`src/rtl/imu_frame_deframer_sequencer_defines.svh`:
```
// Assertion macros shared by the deframer RTL.
// Depends on a clock named clk and an active-low reset named arst_n in scope.
`ifndef IMU_FRAME_DEFRAMER_SEQUENCER_DEFINES_SVH
`define IMU_FRAME_DEFRAMER_SEQUENCER_DEFINES_SVH

// Checked only outside reset
`define IMFD_ASSERT(lbl, prop, msg) \
	lbl: assert property (@(posedge clk) disable iff (!arst_n) prop) else $error(msg);

// Checked on every edge, reset included
`define IMFD_ASSERT_ALWAYS(lbl, prop, msg) \
	lbl: assert property (@(posedge clk) prop) else $error(msg);

`endif

```
`src/rtl/imfd_pkg.sv`:
```
// Shared types, codes and reset constants of the IMU frame deframer.
// No dependencies.
`default_nettype none

package imfd_pkg;

	localparam int FRAME_BYTES = 11;
	// bytes 0..9 are stored, byte 10 (checksum) is the incoming byte
	localparam int WIN_DEPTH   = FRAME_BYTES - 1;
	localparam int FILL_W      = $clog2(FRAME_BYTES);

	localparam logic [7:0]  HEADER_RST  = 8'h55;
	localparam logic [7:0]  TYPE_A_RST  = 8'h51;
	localparam logic [7:0]  TYPE_G_RST  = 8'h52;
	localparam logic [7:0]  TYPE_N_RST  = 8'h53;
	localparam logic [7:0]  TYPE_Q_RST  = 8'h54;
	localparam logic [15:0] TIMEOUT_RST = 16'd800;

	typedef enum logic {
		OP_BYTE = 1'b0,
		OP_TICK = 1'b1
	} op_t;

	typedef enum logic [2:0] {
		EV_ACCEPT    = 3'd0,
		EV_CSUM_ERR  = 3'd1,
		EV_SEQ_BREAK = 3'd2,
		EV_IGNORED   = 3'd3,
		EV_TIMEOUT   = 3'd4
	} event_t;

	typedef enum logic [1:0] {
		KIND_ACCEL = 2'd0,
		KIND_GYRO  = 2'd1,
		KIND_ANGLE = 2'd2,
		KIND_QUAT  = 2'd3
	} kind_t;

	typedef enum logic [2:0] {
		REG_HEADER  = 3'd0,
		REG_TYPE_A  = 3'd1,
		REG_TYPE_G  = 3'd2,
		REG_TYPE_N  = 3'd3,
		REG_TYPE_Q  = 3'd4,
		REG_TIMEOUT = 3'd5
	} reg_idx_t;

	typedef struct packed {
		logic [7:0]  header;
		logic [7:0]  type_accel;
		logic [7:0]  type_gyro;
		logic [7:0]  type_angle;
		logic [7:0]  type_quat;
		logic [15:0] timeout;
	} cfg_t;

	// Candidate frame seen by the sequencer
	typedef struct packed {
		logic               eval;      // window full with header in front
		logic               csum_ok;
		logic [7:0]         type_byte;
		logic signed [15:0] val_x;
		logic signed [15:0] val_y;
		logic signed [15:0] val_z;
		logic signed [15:0] val_w;
	} frame_t;

	typedef struct packed {
		event_t             ev;
		kind_t              kind;
		logic signed [15:0] val_x;
		logic signed [15:0] val_y;
		logic signed [15:0] val_z;
		logic signed [15:0] val_w;
		logic               set_complete;
	} result_t;

endpackage

`default_nettype wire

```
`src/rtl/imu_frame_deframer_sequencer.sv`:
```
// IMU frame deframer and sequencer.
//
// Input stream: one request per item; tuser selects a received byte (0) or a
// timer tick (1), tdata carries the byte. Output stream: zero or one result
// per request; tuser carries event and kind, tdata the four raw int16 words,
// tlast marks the quaternion frame that completes an accel/gyro/angle/quat set.
// Configuration: APB registers at byte addresses 0x00..0x14 (header byte,
// four type bytes, timeout ticks); reads return the register value.
//
// Timing: an accepted request is registered in the input stage and processed
// once the output register is free or being emptied; its result enters the
// output register at the end of that cycle and tvalid rises with it. One
// request per cycle is sustained while the receiver takes results; the window
// shift, 10-byte checksum adder and type compares are combinational.
// When the receiver stalls, the result holds in the output register and the
// input stage takes one more request; after that tready drops until the
// output is taken.
// Reset: registers return to their defaults, the window empties, the expected
// kind returns to accel and the tick count clears.
`default_nettype none
`include "imu_frame_deframer_sequencer_defines.svh"

module imu_frame_deframer_sequencer (
	input  wire logic        clk,
	input  wire logic        arst_n,
	// input stream
	input  wire logic        s_axis_tvalid,
	output logic             s_axis_tready,
	input  wire logic [7:0]  s_axis_tdata,   // [7:0] rx_byte
	input  wire logic [0:0]  s_axis_tuser,   // [0] op
	// result stream
	output logic             m_axis_tvalid,
	input  wire logic        m_axis_tready,
	output logic [63:0]      m_axis_tdata,   // [15:0] val_x, [31:16] val_y,
	                                         // [47:32] val_z, [63:48] val_w
	output logic [4:0]       m_axis_tuser,   // [2:0] event_res, [4:3] kind
	output logic             m_axis_tlast,   // set_complete
	// configuration
	input  wire logic        psel,
	input  wire logic        penable,
	input  wire logic        pwrite,
	input  wire logic [4:0]  paddr,
	input  wire logic [31:0] pwdata,
	output logic [31:0]      prdata,
	output logic             pready
);
	import imfd_pkg::*;

	cfg_t       cfg_q;
	reg_idx_t   reg_idx;
	logic       valid_s1;
	op_t        op_s1;
	logic [7:0] byte_s1;
	logic       valid_s2;
	result_t    res_s2;
	logic       proc;
	logic       step_byte;
	logic       step_tick;
	frame_t     frame;
	result_t    res;
	logic       res_valid;

	// Configuration registers
	assign pready  = 1'b1;
	assign reg_idx = reg_idx_t'(paddr[4:2]);

	always_ff @(posedge clk or negedge arst_n) begin
		if (!arst_n) begin
			cfg_q.header     <= HEADER_RST;
			cfg_q.type_accel <= TYPE_A_RST;
			cfg_q.type_gyro  <= TYPE_G_RST;
			cfg_q.type_angle <= TYPE_N_RST;
			cfg_q.type_quat  <= TYPE_Q_RST;
			cfg_q.timeout    <= TIMEOUT_RST;
		end else if (psel && penable && pwrite && pready) begin
			case (reg_idx)
				REG_HEADER:  cfg_q.header     <= pwdata[7:0];
				REG_TYPE_A:  cfg_q.type_accel <= pwdata[7:0];
				REG_TYPE_G:  cfg_q.type_gyro  <= pwdata[7:0];
				REG_TYPE_N:  cfg_q.type_angle <= pwdata[7:0];
				REG_TYPE_Q:  cfg_q.type_quat  <= pwdata[7:0];
				REG_TIMEOUT: cfg_q.timeout    <= pwdata[15:0];
				default: ;
			endcase
		end
	end

	always_comb begin
		case (reg_idx)
			REG_HEADER:  prdata = 32'(cfg_q.header);
			REG_TYPE_A:  prdata = 32'(cfg_q.type_accel);
			REG_TYPE_G:  prdata = 32'(cfg_q.type_gyro);
			REG_TYPE_N:  prdata = 32'(cfg_q.type_angle);
			REG_TYPE_Q:  prdata = 32'(cfg_q.type_quat);
			REG_TIMEOUT: prdata = 32'(cfg_q.timeout);
			default:     prdata = '0;
		endcase
	end

	// Handshake: process when the output slot is free or being emptied
	assign proc          = valid_s1 && (!valid_s2 || m_axis_tready);
	assign s_axis_tready = !valid_s1 || proc;
	assign step_byte     = proc && (op_s1 == OP_BYTE);
	assign step_tick     = proc && (op_s1 == OP_TICK);

	// Input register
	always_ff @(posedge clk or negedge arst_n) begin
		if (!arst_n) begin
			valid_s1 <= 1'b0;
		end else if (s_axis_tready) begin
			valid_s1 <= s_axis_tvalid;
		end
	end

	always_ff @(posedge clk) begin
		if (s_axis_tvalid && s_axis_tready) begin
			op_s1   <= op_t'(s_axis_tuser[0]);
			byte_s1 <= s_axis_tdata;
		end
	end

	imfd_window u_window (
		.clk     (clk),
		.arst_n  (arst_n),
		.step    (step_byte),
		.rx_byte (byte_s1),
		.header  (cfg_q.header),
		.frame   (frame)
	);

	imfd_seq u_seq (
		.clk       (clk),
		.arst_n    (arst_n),
		.step_byte (step_byte),
		.step_tick (step_tick),
		.frame     (frame),
		.cfg       (cfg_q),
		.res       (res),
		.res_valid (res_valid)
	);

	// Result register
	always_ff @(posedge clk or negedge arst_n) begin
		if (!arst_n) begin
			valid_s2 <= 1'b0;
		end else if (proc) begin
			valid_s2 <= res_valid;
		end else if (m_axis_tready) begin
			valid_s2 <= 1'b0;
		end
	end

	always_ff @(posedge clk) begin
		if (proc && res_valid) begin
			res_s2 <= res;
		end
	end

	assign m_axis_tvalid = valid_s2;
	assign m_axis_tdata  = {res_s2.val_w, res_s2.val_z, res_s2.val_y, res_s2.val_x};
	assign m_axis_tuser  = {res_s2.kind, res_s2.ev};
	assign m_axis_tlast  = res_s2.set_complete;

	`IMFD_ASSERT_ALWAYS(a_stall_has_item, (!s_axis_tready |-> valid_s1), "input stalled while empty")
	`IMFD_ASSERT(a_stage_drains, (proc && !s_axis_tvalid) |=> !valid_s1, "input stage kept a done request")
	`IMFD_ASSERT(a_timeout_no_words, (m_axis_tvalid && (res_s2.ev == EV_TIMEOUT)) |-> (m_axis_tdata == '0), "timeout result carries words")
	`IMFD_ASSERT(a_last_is_quat, (m_axis_tvalid && m_axis_tlast) |-> ((res_s2.ev == EV_ACCEPT) && (res_s2.kind == KIND_QUAT)), "set complete on wrong result")

endmodule

`default_nettype wire

```
`src/rtl/imfd_window.sv`:
```
// Sliding byte window with header match and additive checksum.
// Depends on imfd_pkg and the shared assertion macros.
`default_nettype none
`include "imu_frame_deframer_sequencer_defines.svh"

module imfd_window (
	input  wire logic            clk,
	input  wire logic            arst_n,
	input  wire logic            step,      // one received byte is processed
	input  wire logic [7:0]      rx_byte,
	input  wire logic [7:0]      header,
	output imfd_pkg::frame_t     frame
);
	import imfd_pkg::*;

	logic [7:0]        win_q [WIN_DEPTH];
	logic [7:0]        win_n [WIN_DEPTH];
	logic [FILL_W-1:0] fill_q;
	logic [FILL_W-1:0] fill_n;
	logic              full;
	logic              hdr_ok;
	logic              csum_ok;
	logic [7:0]        sum;

	// Frame check: the incoming byte is the eleventh one
	always_comb begin
		sum = '0;
		for (int i = 0; i < WIN_DEPTH; i++) begin
			sum = sum + win_q[i];
		end
	end

	assign full    = (fill_q == FILL_W'(WIN_DEPTH));
	assign hdr_ok  = (win_q[0] == header);
	assign csum_ok = (sum == rx_byte);

	assign frame.eval      = full && hdr_ok;
	assign frame.csum_ok   = csum_ok;
	assign frame.type_byte = win_q[1];
	assign frame.val_x     = {win_q[3], win_q[2]};
	assign frame.val_y     = {win_q[5], win_q[4]};
	assign frame.val_z     = {win_q[7], win_q[6]};
	assign frame.val_w     = {win_q[9], win_q[8]};

	// Next window: append, empty after a good frame, else drop the oldest
	always_comb begin
		win_n  = win_q;
		fill_n = fill_q;
		if (step) begin
			if (!full) begin
				for (int i = 0; i < WIN_DEPTH; i++) begin
					if (fill_q == FILL_W'(i)) begin
						win_n[i] = rx_byte;
					end
				end
				fill_n = fill_q + FILL_W'(1);
			end else if (hdr_ok && csum_ok) begin
				fill_n = '0;
			end else begin
				for (int i = 0; i < WIN_DEPTH - 1; i++) begin
					win_n[i] = win_q[i + 1];
				end
				win_n[WIN_DEPTH - 1] = rx_byte;
			end
		end
	end

	always_ff @(posedge clk or negedge arst_n) begin
		if (!arst_n) begin
			fill_q <= '0;
		end else begin
			fill_q <= fill_n;
		end
	end

	always_ff @(posedge clk) begin
		win_q <= win_n;
	end

	`IMFD_ASSERT(a_fill_range, (fill_q <= FILL_W'(WIN_DEPTH)), "window fill out of range")
	`IMFD_ASSERT(a_fill_inc, (step && !full) |=> (fill_q == $past(fill_q) + 1'b1), "fill did not advance")
	`IMFD_ASSERT(a_fill_clear, (step && full && hdr_ok && csum_ok) |=> (fill_q == '0), "good frame left bytes")
	`IMFD_ASSERT(a_fill_hold, (step && full && !(hdr_ok && csum_ok)) |=> (fill_q == $past(fill_q)), "drop changed fill")

endmodule

`default_nettype wire

```
`src/rtl/imfd_seq.sv`:
```
// Frame order tracker: expected kind, tick timeout and result build.
// Depends on imfd_pkg.
`default_nettype none

module imfd_seq (
	input  wire logic             clk,
	input  wire logic             arst_n,
	input  wire logic             step_byte,
	input  wire logic             step_tick,
	input  wire imfd_pkg::frame_t frame,
	input  wire imfd_pkg::cfg_t   cfg,
	output imfd_pkg::result_t     res,
	output logic                  res_valid
);
	import imfd_pkg::*;

	kind_t       exp_q;
	kind_t       exp_n;
	logic [15:0] tick_q;
	logic [15:0] tick_n;
	logic [15:0] tick_inc;
	logic [7:0]  exp_type;
	logic        m_a;
	logic        m_g;
	logic        m_n;
	logic        m_q;

	// Type byte of the kind expected next
	always_comb begin
		case (exp_q)
			KIND_ACCEL: exp_type = cfg.type_accel;
			KIND_GYRO:  exp_type = cfg.type_gyro;
			KIND_ANGLE: exp_type = cfg.type_angle;
			KIND_QUAT:  exp_type = cfg.type_quat;
			default:    exp_type = cfg.type_quat;
		endcase
	end

	assign m_a      = (frame.type_byte == cfg.type_accel);
	assign m_g      = (frame.type_byte == cfg.type_gyro);
	assign m_n      = (frame.type_byte == cfg.type_angle);
	assign m_q      = (frame.type_byte == cfg.type_quat);
	assign tick_inc = tick_q + 16'd1;

	// Result and next order state
	always_comb begin
		res       = '0;
		res_valid = 1'b0;
		exp_n     = exp_q;
		tick_n    = tick_q;
		if (step_tick) begin
			if (tick_inc >= cfg.timeout) begin
				tick_n = '0;
				if (exp_q != KIND_ACCEL) begin
					exp_n     = KIND_ACCEL;
					res_valid = 1'b1;
					res.ev    = EV_TIMEOUT;
					res.kind  = exp_q;
				end
			end else begin
				tick_n = tick_inc;
			end
		end else if (step_byte && frame.eval) begin
			res_valid = 1'b1;
			if (!frame.csum_ok) begin
				res.ev = EV_CSUM_ERR;
			end else begin
				res.val_x = frame.val_x;
				res.val_y = frame.val_y;
				res.val_z = frame.val_z;
				res.val_w = frame.val_w;
				if (frame.type_byte == exp_type) begin
					res.ev           = EV_ACCEPT;
					res.kind         = exp_q;
					res.set_complete = (exp_q == KIND_QUAT);
					exp_n            = kind_t'(2'(exp_q + 2'd1));
					tick_n           = '0;
				end else if (m_a || m_g || m_n || m_q) begin
					res.ev = EV_SEQ_BREAK;
					if (m_a) begin
						res.kind = KIND_ACCEL;
					end else if (m_g) begin
						res.kind = KIND_GYRO;
					end else if (m_n) begin
						res.kind = KIND_ANGLE;
					end else begin
						res.kind = KIND_QUAT;
					end
					exp_n = KIND_ACCEL;
				end else begin
					res.ev   = EV_IGNORED;
					res.kind = KIND_ACCEL;
				end
			end
		end
	end

	always_ff @(posedge clk or negedge arst_n) begin
		if (!arst_n) begin
			exp_q  <= KIND_ACCEL;
			tick_q <= '0;
		end else begin
			exp_q  <= exp_n;
			tick_q <= tick_n;
		end
	end

endmodule

`default_nettype wire

```
`config.mk`:
```
export PLATFORM = sky130hd
export DESIGN_NAME = imu_frame_deframer_sequencer
export DESIGN_NICKNAME = d
export VERILOG_FILES = /design/src/rtl/imfd_pkg.sv /design/src/rtl/imu_frame_deframer_sequencer.sv /design/src/rtl/imfd_window.sv /design/src/rtl/imfd_seq.sv
export VERILOG_INCLUDE_DIRS = /design/src /design/src/rtl
export SDC_FILE = /design/constraint.sdc
export NUM_CORES = 1
export LEC_CHECK = 0
export BUFFER_PORTS_ARGS = -buffer_cell sky130_fd_sc_hd__buf_4
export CAP_MARGIN = 20
export CORE_MARGIN = 2
export CORE_UTILIZATION = 30
export DETAILED_ROUTE_END_ITERATION = 12
export GPL_TIMING_DRIVEN = 0
export PLACE_DENSITY_LB_ADDON = 0.25
export SETUP_SLACK_MARGIN = 0.02
export SLEW_MARGIN = 5
export SYNTH_ARGS = -nofsm -noshare
export SYNTH_HDL_FRONTEND = slang
export SYNTH_SLANG_ARGS = --single-unit
```
`constraint.sdc`:
```
create_clock -name clk -period 11.6 [get_ports clk]
set_clock_uncertainty 0.1 [all_clocks]
set_input_delay 0.58 -clock clk [delete_from_list [all_inputs] [get_ports clk]]
set_output_delay 0.58 -clock clk [all_outputs]
set_load 0.05 [all_outputs]
```
======== Word level (Yosys, flattened, before mapping) ========
Index checks and enable logic that the tools add are counted.
storage, ports and cells
  memory bits (read-only) ................. 0
  output and inout bits ................... 105
  register bits ........................... 239
  memories kept ........................... 0
  bits in latches ......................... 0
  RAM bits ................................ 0
  logic and storage cells ................. 179
operators by class
  shifts and indexed selects .............. 0
  bitwise operators ....................... 4
  equality and inequality tests ........... 29
  $add $sub $neg .......................... 12
  reductions and logical operators ........ 57
  mux-type cells .......................... 46
  order comparisons ....................... 1
  $mul .................................... 0
  div/mod/pow operators ................... 0
operators with widths
  cell                                                             count
  80-bit two-way mux                                               2
  16-bit one-hot mux with 6 select lines                           1
  16-bit two-way mux                                               5
  8-bit two-way mux                                                10
  8-bit adder                                                      9
  70-bit two-way mux                                               1
  67-bit two-way mux                                               1
  8-bit == test                                                    7
  3-bit AND reduction                                              11
  8-bit one-hot mux with 4 select lines                            1
  2-bit nonzero test                                               15
  2-bit two-way mux                                                9
  16-bit by 1-bit adder with 16-bit output, second input constant  1
  4-bit by 3-bit == test with 1-bit output, second input constant  4
  16-bit >= comparator                                             1
  5-bit two-way mux                                                3
  2-bit AND reduction                                              7
  4-bit == test, second input constant                             3
  4-bit two-way mux                                                3
  1-bit logical AND                                                10
  4-bit by 2-bit == test with 1-bit output, second input constant  2
  1-bit two-way mux                                                8
  3-bit by 2-bit == test with 1-bit output, second input constant  2
  3-bit == test, second input constant                             2
  19 further kinds                                                 31

======== Longest topological paths before layout ========
  depth after elaboration ................. 13
  mapped depth ............................ 21

======== Hierarchy ========
Synthesis repeated with hierarchy kept, for this count alone.
second synthesis, totals
  cells, all modules ...................... 1196
  area total of the unflattened synthesis .. 13744.4 um2
by module, submodules not included
  module                        times used  cells an instance  area each (um2)  sequential area each (um2)
  imfd_window                   1           528                5720.5           2502.4
  imu_frame_deframer_sequencer  1           298                5295.1           3848.7
  imfd_seq                      1           370                2728.9           450.4

======== Least setup slack after synthesis ========
No wires, ideal clock.
  path kind ............................... flip-flop to flip-flop
  from .................................... register u_window.win_q (netlist bit u_window.frame[2])
  to ...................................... register u_window.win_q[72] (netlist name) (enable)
  slack ................................... 5.693 ns
  data arrival time ....................... 5.424 ns
  stages on the path, launching flop included .. 18
  required time ........................... 11.117 ns
  cell sequence ........................... edfxtp_1 -> fa_1 -> inv_1 -> fa_1 -> fa_1 -> fa_1 -> inv_1 -> fa_1 -> inv_1 -> fa_1 -> nand3b_1 -> nand2_1 -> a21o_1 -> a21oi_1 -> xnor2_2 -> nor3_2 -> a211o_1 -> nor3_1
on the way
  word-level cells in the longest chain between the ends .. 6
RTL lines
  what                           line               text
  start, declared                imfd_window.sv:16  logic [7:0] win_q [WIN_DEPTH];
  start signal, assigned         imfd_window.sv:77  win_q <= win_n;
  8-bit adder (2 in series)      imfd_window.sv:29  sum = sum + win_q[i];
  8-bit == test                  imfd_window.sv:35  assign csum_ok = (sum == rx_byte);
  1-bit logical AND              imfd_window.sv:57  end else if (hdr_ok && csum_ok) begin
  2-bit != test (no line)        -
  3-bit AND reduction (no line)  -
No other way between the ends.
A chain may end at the register's enable or synchronous reset.

======== Final worst setup path ========
  from .................................... register u_window.win_q (netlist bit u_window.frame[2])
  to ...................................... register u_window.win_q (netlist bit u_window.frame[59]) (enable)
The elaborated chain is that of the path after synthesis.

==> summary.txt <==
Reg2Reg Depth -> 17
Area contributors post-synth -> edfxtp_1, dfrtp_1, fa_1
Hold Crit Class -> input pin to register
PortBufs -> 120
slew margin rel. -> 26.3%
vias in the first global route -> 8982
max-slew violations -> 0
CP most frequent cell -> fa_1
Pwr Total -> 3.78 mW
GPL Wtd Cong -> 0.917
worst slew pin tran -> 1100 ps
first-pass GRT wire length -> 53.8 mm
clock insertion delay at the later pin of the skew report -> 580 ps
Syn. warnings -> 0
Crit path buffers/inverters -> 3
FP Rows -> 76
CP Cell Sequence -> fa_1, inv_1, fa_1, fa_1, fa_1, inv_1, fa_1, inv_1, fa_1, nand3b_1, nand2_1, a21o_1, a21oi_1, xnor2_2, nor3_2, a211o_1, nor2_1
ys flop type -> edfxtp_1
htree depth -> 1
Die Area -> 0.0448 mm²
DR WL/cell -> 18.9 µm
initial antenna violation count -> 0
Final Non-Filler Cells -> 1852
cell count along the critical path -> 17
Hold Path Cell Cnt -> 1
multi-input logic area -> 0.00553 mm²
CP Class -> register to register
final wirelength -> 35.0 mm
DR iter-0 viols -> 582
TritonCTS clock tree -> built
met2 Use GR -> 28.1%
Slowest-stage cell, CP -> nor2_1
Worst-path clk slew -> 60 ps
via count -> 8746
flops & latches, synth -> 239
CP arrival -> 6570 ps
synthesized area -> 0.0129 mm²
Yosys top cell area share -> 36.9%
number of max-cap violations -> 0
cell taking the most area after synthesis -> edfxtp_1
Critical Path End Type -> register
CTS Buf Count -> 29
# clock sinks -> 239
largest net degree at the start of global routing -> 81
slowest cell delay on critical path -> 850 ps
GR Overflow Total -> 0
Worst VDD drop -> 0.288 mV
peak fanout along the critical path -> 8
ys async rst share -> 33.5%
diode count -> 0
grt peak-use layer -> met2
Via-to-Cell Ratio -> 4.72
top-count cell post-synth -> nand2_1
cell count after placement -> 1796
Largest delay share family, worst path -> adder cells
minimum clock period -> 6480 ps
Max Root-Sink Buffers -> 3
RSZ-0062 raised after global routing -> no
GRT Total Usage -> 15.9%
Core ar. -> 0.0428 mm²
layout cell share with drive strength beyond 1 -> 20.4%
Initial Utilization -> 30.2%
Yosys cell types -> 62
Die Width -> 212 µm
fmax -> 154 MHz
crit path launch type -> register
critical path required time -> 11690 ps
GRT met3 Usage -> 2.25%
DRT antenna net count -> 0
Synth top cells by count -> nand2_1, edfxtp_1, inv_1, and2_1
Syn Area/Cell -> 11.6 µm²
Final nets -> 1419
fill cell count -> 4281
status -> completed
leakage -> 6.64 nW
Seq/Total Area, Yosys -> 52.6%
DRT Pass-1 Iters -> 7
Final period util -> 55.9%
Final HPWL DP -> 26.2 mm
synthesized netlist cell count -> 1110
Die Height -> 212 µm
EDFF count, synth -> 159
Final TNS setup -> 0 ps
final setup vio count -> 0
Fin. Hold Viols -> 0
CTS Root Cell -> clkbuf_16
Boundary Pins -> 158
GR Util met1 -> 20.4%
area grow syn2layout -> 20.4%
Register Area -> 0.00680 mm²
detailed-route DRC error count -> 0
power density over the cells -> 243 mW/mm²
[worst paths after layout]
kind	startpoint	end	slack, ps
worst max-delay path	u_window.frame[2]	u_window.frame[59]	5120
min in group asynchronous	arst_n	cfg_q[3]	430
worst max register to register	u_window.frame[2]	u_window.frame[59]	5120
worst min register to register	u_seq.tick_q[15]	u_seq.tick_q[15]	440
max in group asynchronous	arst_n	cfg_q[33]	10290
worst min-delay path	s_axis_tdata[6]	byte_s1[6]	80
[layout make-up]
| type | instances | area share, % |
|---|---|---|
| clock buffer | 40 | 4.99 |
| timing repair buffer | 128 | 6.40 |
| buffer | 62 | 2.20 |
| tap | 546 | 4.39 |
| inverter | 85 | 2.05 |
| multi-input combinational | 739 | 35.6 |
| clock inverter | 13 | 0.708 |
| sequential | 239 | 43.7 |
[flip-flops by register name, summed over array words and instances (netlist names)]
name / cells
u_window.frame: 72
m_axis_tdata: 64
cfg_q: 56
u_seq.tick_q: 16
byte_s1: 8
u_window.win_q: 8
m_axis_tuser: 5
u_window.fill_q: 4
u_seq.exp_q: 2
m_axis_tlast: 1
m_axis_tvalid: 1
op_s1: 1
valid_s1: 1
[timing repair]
| item | in CTS | in global routing |
|---|---|---|
| setup endpoints to repair | 0 | 0 |
| endpoints found under the hold margin | 0 | 25 |
| buffers inserted | 0 | 0 |
| gates resized for setup | 0 | 0 |
| hold buffers | 0 | 1 |
[report_power, final]
group	internal [mW]	leakage [nW]	switching, mW	total [mW]
clock network	0.492	0.439	0.372	0.864
logic	0.767	3.63	0.999	1.77
registers	1.05	2.57	0.100	1.15
[layer usage]
| metal | wire, µm | part of all wire, % | up-vias |
|---|---|---|---|
| li1 | - | - | 4104 |
| met1 | 14800 | 42 | 4363 |
| met2 | 17600 | 50 | 225 |
| met3 | 1580 | 4.5 | 54 |
| met4 | 984 | 2.8 | 0 |
| met5 | 0 | 0 | - |
[stage by stage]
step                      util (%)  setup WS (ps)  instance area (µm²)  hold slack [ps]
after floorplan                  -           5690                13000              184
after global placement        34.0           4590                14600              408
after detailed placement      34.2           5150                14600              422
after CTS                     36.3           5110                15500             42.0
after global routing          36.4           4840                15600             49.1
final                         36.4           5120                15600             77.4
[layout by cell type, fill, tap and decap left out, types with 3 or more instances in the layout]
cell type  count
nand2_1      195
edfxtp_1     159
buf_4        142
inv_1         84
and2_1        66
xnor2_1       60
dfrtp_1       60
fa_1          50
clkbuf_1      46
mux2_2        36
o21ai_0       36
ha_1          32
clkbuf_16     29
xor2_1        26
nor2_1        23
dfstp_2       20
a21oi_1       19
nand3_1       17
conb_1        17
mux2i_1       16
nand2b_1      15
nor3_1        15
nand4_1       13
and3_1        12
a22o_1        10
a21o_1         9
o22ai_1        8
a222oi_1       8
clkinv_2       7
mux4_2         5
nor4_1         5
buf_6          5
a31oi_1        3
nand3b_1       3
a211oi_1       3
clkinv_1       3
[kinds of logic after synthesis]
kind of cell / share of synthesized area, %
and+or+nand+nor: 14.1
DFF: 52.6
buffers and inverters: 5.12
AOI/OAI and AO/OA: 5.77
xor gates and xnor gates: 6.25
adders and majority gates: 10.8
muxes: 5.25
other: 0.0581
No activity file was read; power rests on OpenSTA's default activity.
